--- src/hw/rtl/assert_macros.svh ---
// ----------------------------------------------------------------------------
// assertion macros
// clocked checks used by the rtl modules that include them, sampled on clk, off in reset
// ----------------------------------------------------------------------------
`ifndef ASSERT_MACROS_SVH
`define ASSERT_MACROS_SVH

// property must hold at every edge out of reset
`define LGFB_ASSERT(label, prop, msg) \
  label: assert property (@(posedge clk) disable iff (!rst_n) (prop)) else $error(msg);

// condition must never be seen out of reset
`define LGFB_NEVER(label, cond, msg) \
  `LGFB_ASSERT(label, !(cond), msg)

`endif

--- src/hw/rtl/lgfb_pkg.sv ---
// ----------------------------------------------------------------------------
// lgfb_pkg
// shared constants, codes and controller/datapath types of the frame buffer
// ----------------------------------------------------------------------------
package lgfb_pkg;

  localparam int MAX_PIXELS_DEF  = 1024;
  localparam int MAX_ROWS_DEF    = 16;
  localparam int MAX_COLUMNS_DEF = 64;

  localparam int MODE_W     = 4;
  localparam int PIX_W      = 11;
  localparam int ROW_W      = 4;
  localparam int COL_W      = 6;
  localparam int COLOR_W    = 32;
  localparam int CFG_IDX_W  = 2;
  localparam int CFG_DATA_W = 11;
  localparam int RCNT_W     = 5;
  localparam int CCNT_W     = 7;

  localparam logic [CFG_IDX_W-1:0] CFG_PIXEL_COUNT  = 2'd0;
  localparam logic [CFG_IDX_W-1:0] CFG_ROW_COUNT    = 2'd1;
  localparam logic [CFG_IDX_W-1:0] CFG_COLUMN_COUNT = 2'd2;

  localparam logic [PIX_W-1:0]  PIXEL_COUNT_RST  = 11'd1024;
  localparam logic [RCNT_W-1:0] ROW_COUNT_RST    = 5'd16;
  localparam logic [CCNT_W-1:0] COLUMN_COUNT_RST = 7'd64;

  localparam logic [PIX_W-1:0] NO_PIXEL = '1;

  localparam logic [MODE_W-1:0] MODE_WRITE     = 4'd0;
  localparam logic [MODE_W-1:0] MODE_READ      = 4'd1;
  localparam logic [MODE_W-1:0] MODE_FILL      = 4'd2;
  localparam logic [MODE_W-1:0] MODE_SHIFT_R   = 4'd3;
  localparam logic [MODE_W-1:0] MODE_SHIFT_L   = 4'd4;
  localparam logic [MODE_W-1:0] MODE_ROW_COLOR = 4'd5;
  localparam logic [MODE_W-1:0] MODE_COL_COLOR = 4'd6;
  localparam logic [MODE_W-1:0] MODE_COLS_R    = 4'd7;
  localparam logic [MODE_W-1:0] MODE_COLS_L    = 4'd8;
  localparam logic [MODE_W-1:0] MODE_ROWS_D    = 4'd9;
  localparam logic [MODE_W-1:0] MODE_ROWS_U    = 4'd10;
  localparam logic [MODE_W-1:0] MODE_MAP       = 4'd11;
  localparam logic [MODE_W-1:0] MODE_CLEAR     = 4'd12;

  typedef enum logic [1:0] {
    KIND_LIN,
    KIND_GRID,
    KIND_MAP,
    KIND_READ
  } kind_t;

  typedef struct packed {
    logic clr_step;
    logic accept;
    logic setup;
    logic rd;
    logic wr;
    logic advance;
    logic out_load;
  } cmd_t;

  typedef struct packed {
    logic clr_done;
    logic empty;
    logic last;
  } sts_t;

endpackage

--- src/hw/rtl/lgfb_ctrl.sv ---
// ----------------------------------------------------------------------------
// lgfb_ctrl
// command sequencer: clearing pass, setup, read/write step loop, result hand-off
// ----------------------------------------------------------------------------
`include "assert_macros.svh"

module lgfb_ctrl (
  input  logic             clk,
  input  logic             rst_n,
  input  logic             in_valid,
  output logic             in_ready,
  output logic             out_valid,
  input  logic             out_ready,
  output lgfb_pkg::cmd_t   cmd,
  input  lgfb_pkg::sts_t   sts
);

  typedef enum logic [5:0] {
    ST_CLEAR = 6'b000001,
    ST_IDLE  = 6'b000010,
    ST_SETUP = 6'b000100,
    ST_READ  = 6'b001000,
    ST_WRITE = 6'b010000,
    ST_DONE  = 6'b100000
  } state_t;

  state_t state_r, state_nxt;
  logic   out_valid_r, out_valid_nxt;

  always_comb begin
    state_nxt = state_r;
    cmd       = '0;
    in_ready  = 1'b0;
    unique case (state_r)
      ST_CLEAR: begin
        cmd.clr_step = 1'b1;
        if (sts.clr_done) state_nxt = ST_IDLE;
      end
      ST_IDLE: begin
        in_ready   = 1'b1;
        cmd.accept = in_valid;
        if (in_valid) state_nxt = ST_SETUP;
      end
      ST_SETUP: begin
        cmd.setup = 1'b1;
        state_nxt = sts.empty ? ST_DONE : ST_READ;
      end
      ST_READ: begin
        cmd.rd    = 1'b1;
        state_nxt = ST_WRITE;
      end
      ST_WRITE: begin
        cmd.wr = 1'b1;
        if (sts.last) begin
          state_nxt = ST_DONE;
        end else begin
          cmd.advance = 1'b1;
          state_nxt   = ST_READ;
        end
      end
      ST_DONE: begin
        // result slot frees up when the held word is taken
        if (!out_valid_r || out_ready) begin
          cmd.out_load = 1'b1;
          state_nxt    = ST_IDLE;
        end
      end
      default: state_nxt = ST_IDLE;
    endcase
  end

  always_comb begin
    out_valid_nxt = out_valid_r;
    if (cmd.out_load)   out_valid_nxt = 1'b1;
    else if (out_ready) out_valid_nxt = 1'b0;
  end

  always_ff @(posedge clk) begin
    if (!rst_n) begin
      state_r     <= ST_CLEAR;
      out_valid_r <= 1'b0;
    end else begin
      state_r     <= state_nxt;
      out_valid_r <= out_valid_nxt;
    end
  end

  assign out_valid = out_valid_r;

  `LGFB_ASSERT(a_load_into_free_slot, cmd.out_load |-> (!out_valid_r || out_ready), "result overwritten")
  `LGFB_ASSERT(a_accept_goes_setup, (in_valid && in_ready) |=> (state_r == ST_SETUP), "accept lost")
  `LGFB_ASSERT(a_write_after_read, (state_r == ST_WRITE) |-> $past(state_r == ST_READ), "write without read")
  `LGFB_NEVER(a_no_accept_in_clear, in_ready && (state_r == ST_CLEAR), "accept during clear")

endmodule

--- config.mk ---
export PLATFORM = sky130hd
export DESIGN_NAME = lgfb_ctrl
export DESIGN_NICKNAME = d
export VERILOG_FILES = /design/src/hw/rtl/lgfb_pkg.sv /design/src/hw/rtl/lgfb_ctrl.sv
export VERILOG_INCLUDE_DIRS = /design/src /design/src/hw/rtl
export SDC_FILE = /design/constraint.sdc
export NUM_CORES = 1
export LEC_CHECK = 0
export ABC_AREA = 1
export BUFFER_PORTS_ARGS = -buffer_cell sky130_fd_sc_hd__buf_4
export CORE_AREA = 2 2 39 41
export DETAILED_ROUTE_END_ITERATION = 10
export DIE_AREA = 0 0 41 43
export GPL_TIMING_DRIVEN = 0
export PLACE_DENSITY = 0.65
export SETUP_SLACK_MARGIN = 0.02
export SLEW_MARGIN = 20
export SYNTH_ARGS = -nofsm -noshare
export SYNTH_HDL_FRONTEND = slang
export SYNTH_SLANG_ARGS = --single-unit
--- constraint.sdc ---
create_clock -name clk -period 1.3 [get_ports clk]
set_input_delay 0.13 -clock clk [delete_from_list [all_inputs] [get_ports clk]]
set_output_delay 0.13 -clock clk [all_outputs]
set_load 0.005 [all_outputs]
==> key figures <==
Logic synthesis
  – #FFs+latches synth: 7
  – Synth Warn #: 0
  – Cell Area, Synth: 430 µm²
  – Register area share after synthesis: 0.326
  – Mapped Cells: 63
  – Syn_nets: 70
  – Syn avg cell area: between 6 and 7 µm²
  – Library cells used by synthesis: 14

Timing
  – Final Hold Viols: 0
  – Worst-Margin Slew: ~300 ps
  – Min Tclk post-route: approximately 1300 ps
  – Sum of negative setup slack: -4.96 ps
  – Rel. slew slack: 0.800
  – Worst setup margin: -4.96 ps
  – Setup Skew: approximately 7.7 ps
  – Fmax: around 770 MHz
  – Fin crit share: 1.00
  – # setup viols final: 1
  – RSZ-0062 raised after global routing: yes
  – Fin. max-slew vios: 0

Job
  – # Max-Cap Violations: 0

CTS
  – Clock transition at the registers of the reported paths: around 60 ps
  – Clock latency on the worst-skew pair: between 200 and 300 ps
  – Clock Path Buffers: 2
  – Sink Count: 7
  – Num CTS Buffers: 3
  – H-tree levels: 1
  – CTS tree: yes
  – Clock Tree Root: clkbuf_4
  – Hold-fix buffers, CTS: 0

Status
  – Failing checks: setup timing
  – Status: complete, but fails checks

Routing
  – Avg Vias per Cell: between 4 and 5
  – Initial DRC Count: 3
  – Final ANT Viol Nets: 0
  – DRC: 0
  – DR WL/cell: between 9 and 10 µm
  – DR vias: ~460
  – Drt total wl: between 900 and 1000 µm
  – Pre-antenna DRT Iters: 3

Setup path
  – Worst setup SP type: flop
  – CP Buf/Inv Count: 2
  – CP Capture Type: output pin
  – Cells along the critical path: nor2_4 -> nand3_1 -> inv_1 -> buf_4
  – CP peak stage delay: 360 ps
  – Crit path arrival time: roughly 1200 ps
  – CP max-delay cell: dfxtp_4
  – CP top delay family: simple AND/OR/NAND/NOR gates
  – Worst Path Max Fanout: 6
  – Data required time of the critical path: between 1000 and 1500 ps
  – CP Class: flop to output pin

GRT
  – Overflow after GRT: 0
  – First-pass GRT wire length: ~1400 µm
  – Pin count of the biggest net entering global routing: 7
  – Total GRT Usage: 0.122
  – Initial antenna violation count: 0
  – Vias in the first global route: 387

Finish
  – Layout cells sized above 1: 0.580
  – Final Cell Area: between 600 and 700 µm²
  – Register area: 153 µm²
  – Nets: between 90 and 100
  – Most common cell after layout, fill and taps aside: buf_4
  – Area of the multi-input gates: 262 µm²
  – Core Util, Final: 0.501
  – Diode count: 0
  – P&R area growth vs syn: 61.0%
  – Most frequent cells in the layout: buf_4, inv_1, nor2_1
  – Final std cells w/o fill: around 100
  – # fillers: ~150

Floorplan
  – # IOs: 16
  – Die height: around 43 µm
  – Initial core utilization: 0.311
  – Die W: around 41 µm
  – Die area: approximately 0.0018 mm²
  – Core area: 0.00138 mm²
  – Site Rows: 14

Placed design
  – Placed cell areas: about 560 µm²
  – IO Port Bufs: 15
  – HPWL after detailed placement: approximately 710 µm
  – Post-Place Cells: 94
  – Gpl congestion: 0.695

Power
  – Tot Pwr: between 0.5 and 0.6 mW
  – Worst VDD drop: a little under 0.4 mV
  – Static Leak: roughly 0.36 nW
  – Power per cell area: between 700 and 800 mW/mm²

Min path
  – HP Class: input pin to flop
==> where the power goes <==
group	switching (mW)	internal (mW)
combinational	0.0422	0.0503
clock	0.0857	0.118
sequential	0.00945	0.221
total	0.137	0.389
==> path summary, 6_finish.rpt <==
| path | to | cells after the start | slack, ps | start |
|---|---|---|---|---|
| worst min register to register | state_r[4]$_SDFFE_PN0P_ | 3 | 590 | state_r[2]$_SDFFE_PN0P_ |
| worst min-delay path | state_r[0]$_SDFFE_PN1P_ | 2 | 70 | rst_n |
| worst max register to register | state_r[1]$_SDFFE_PN0P_ | 7 | 100 | state_r[3]$_SDFFE_PN0P_ |
| worst max-delay path | cmd[3] | 4 | -5 | state_r[5]$_SDFFE_PN0P_ |
==> worst reg2reg max path: cells and delay by family (launching register included) <==
kind	cells	cell delay (ps)
flip-flops	1	330
buffers and inverters	2	240
AND/OR/NAND/NOR	5	540
==> cell families (layout without fill, tap and decap cells) <==
group,Yosys count,after routing,synth area share
AO/OA/AOI/OAI,1,1,0.0174
buffers and inverters,16,41,0.148
flip-flops,7,7,0.326
AND/OR/NAND/NOR,39,39,0.509
==> cell usage after synthesis, drive strengths merged <==
master | n | area, µm²
nor2 | 20 | 110
inv | 15 | 56.3
nand3 | 8 | 55.1
dfxtp | 7 | 140
nand2 | 6 | 22.5
nand4 | 3 | 18.8
and3 | 1 | 7.51
buf | 1 | 7.51
nor3 | 1 | 5.00
o21a | 1 | 7.51
==> what timing repair did <==
item                       in CTS  in global routing
setup endpoints to repair       3                  7
gates resized for setup        10                  8
pin swaps                       4                  4
buffers inserted                5                  2
==> through the flow <==
| stage | hold WS, ps | setup slack, ps |
|---|---|---|
| global route | 81.4 | -54.4 |
| global placement | 341 | 228 |
| finish | 69.9 | -4.96 |
| CTS | 67.5 | 2.48 |
| detailed placement | 342 | 220 |
| floorplan | 200 | 342 |
==> layout make-up <==
cell class / instances / share of cell area
Multi-Input combinational cell: 40 / 0.377
Tap cell: 16 / 0.0289
Clock buffer: 4 / 0.0379
Timing Repair Buffer: 22 / 0.255
Sequential cell: 7 / 0.220
Inverter: 15 / 0.0812
==> per-layer routing <==
layer  track usage  routed length, µm  up-vias  part of all wire
met3        0.0314                 70        2             0.072
met1         0.128                422      204              0.43
met5             0                  0        -                 0
met2         0.181                461       15              0.47
li1              -                  -      241                 -
met4         0.120                 22        0             0.023
==> sequential cells by signal (all words and copies together), names as in the netlist <==
signal	cells
out_valid	1
state_r	6
Note: power is estimated with default switching activity, not from simulation.
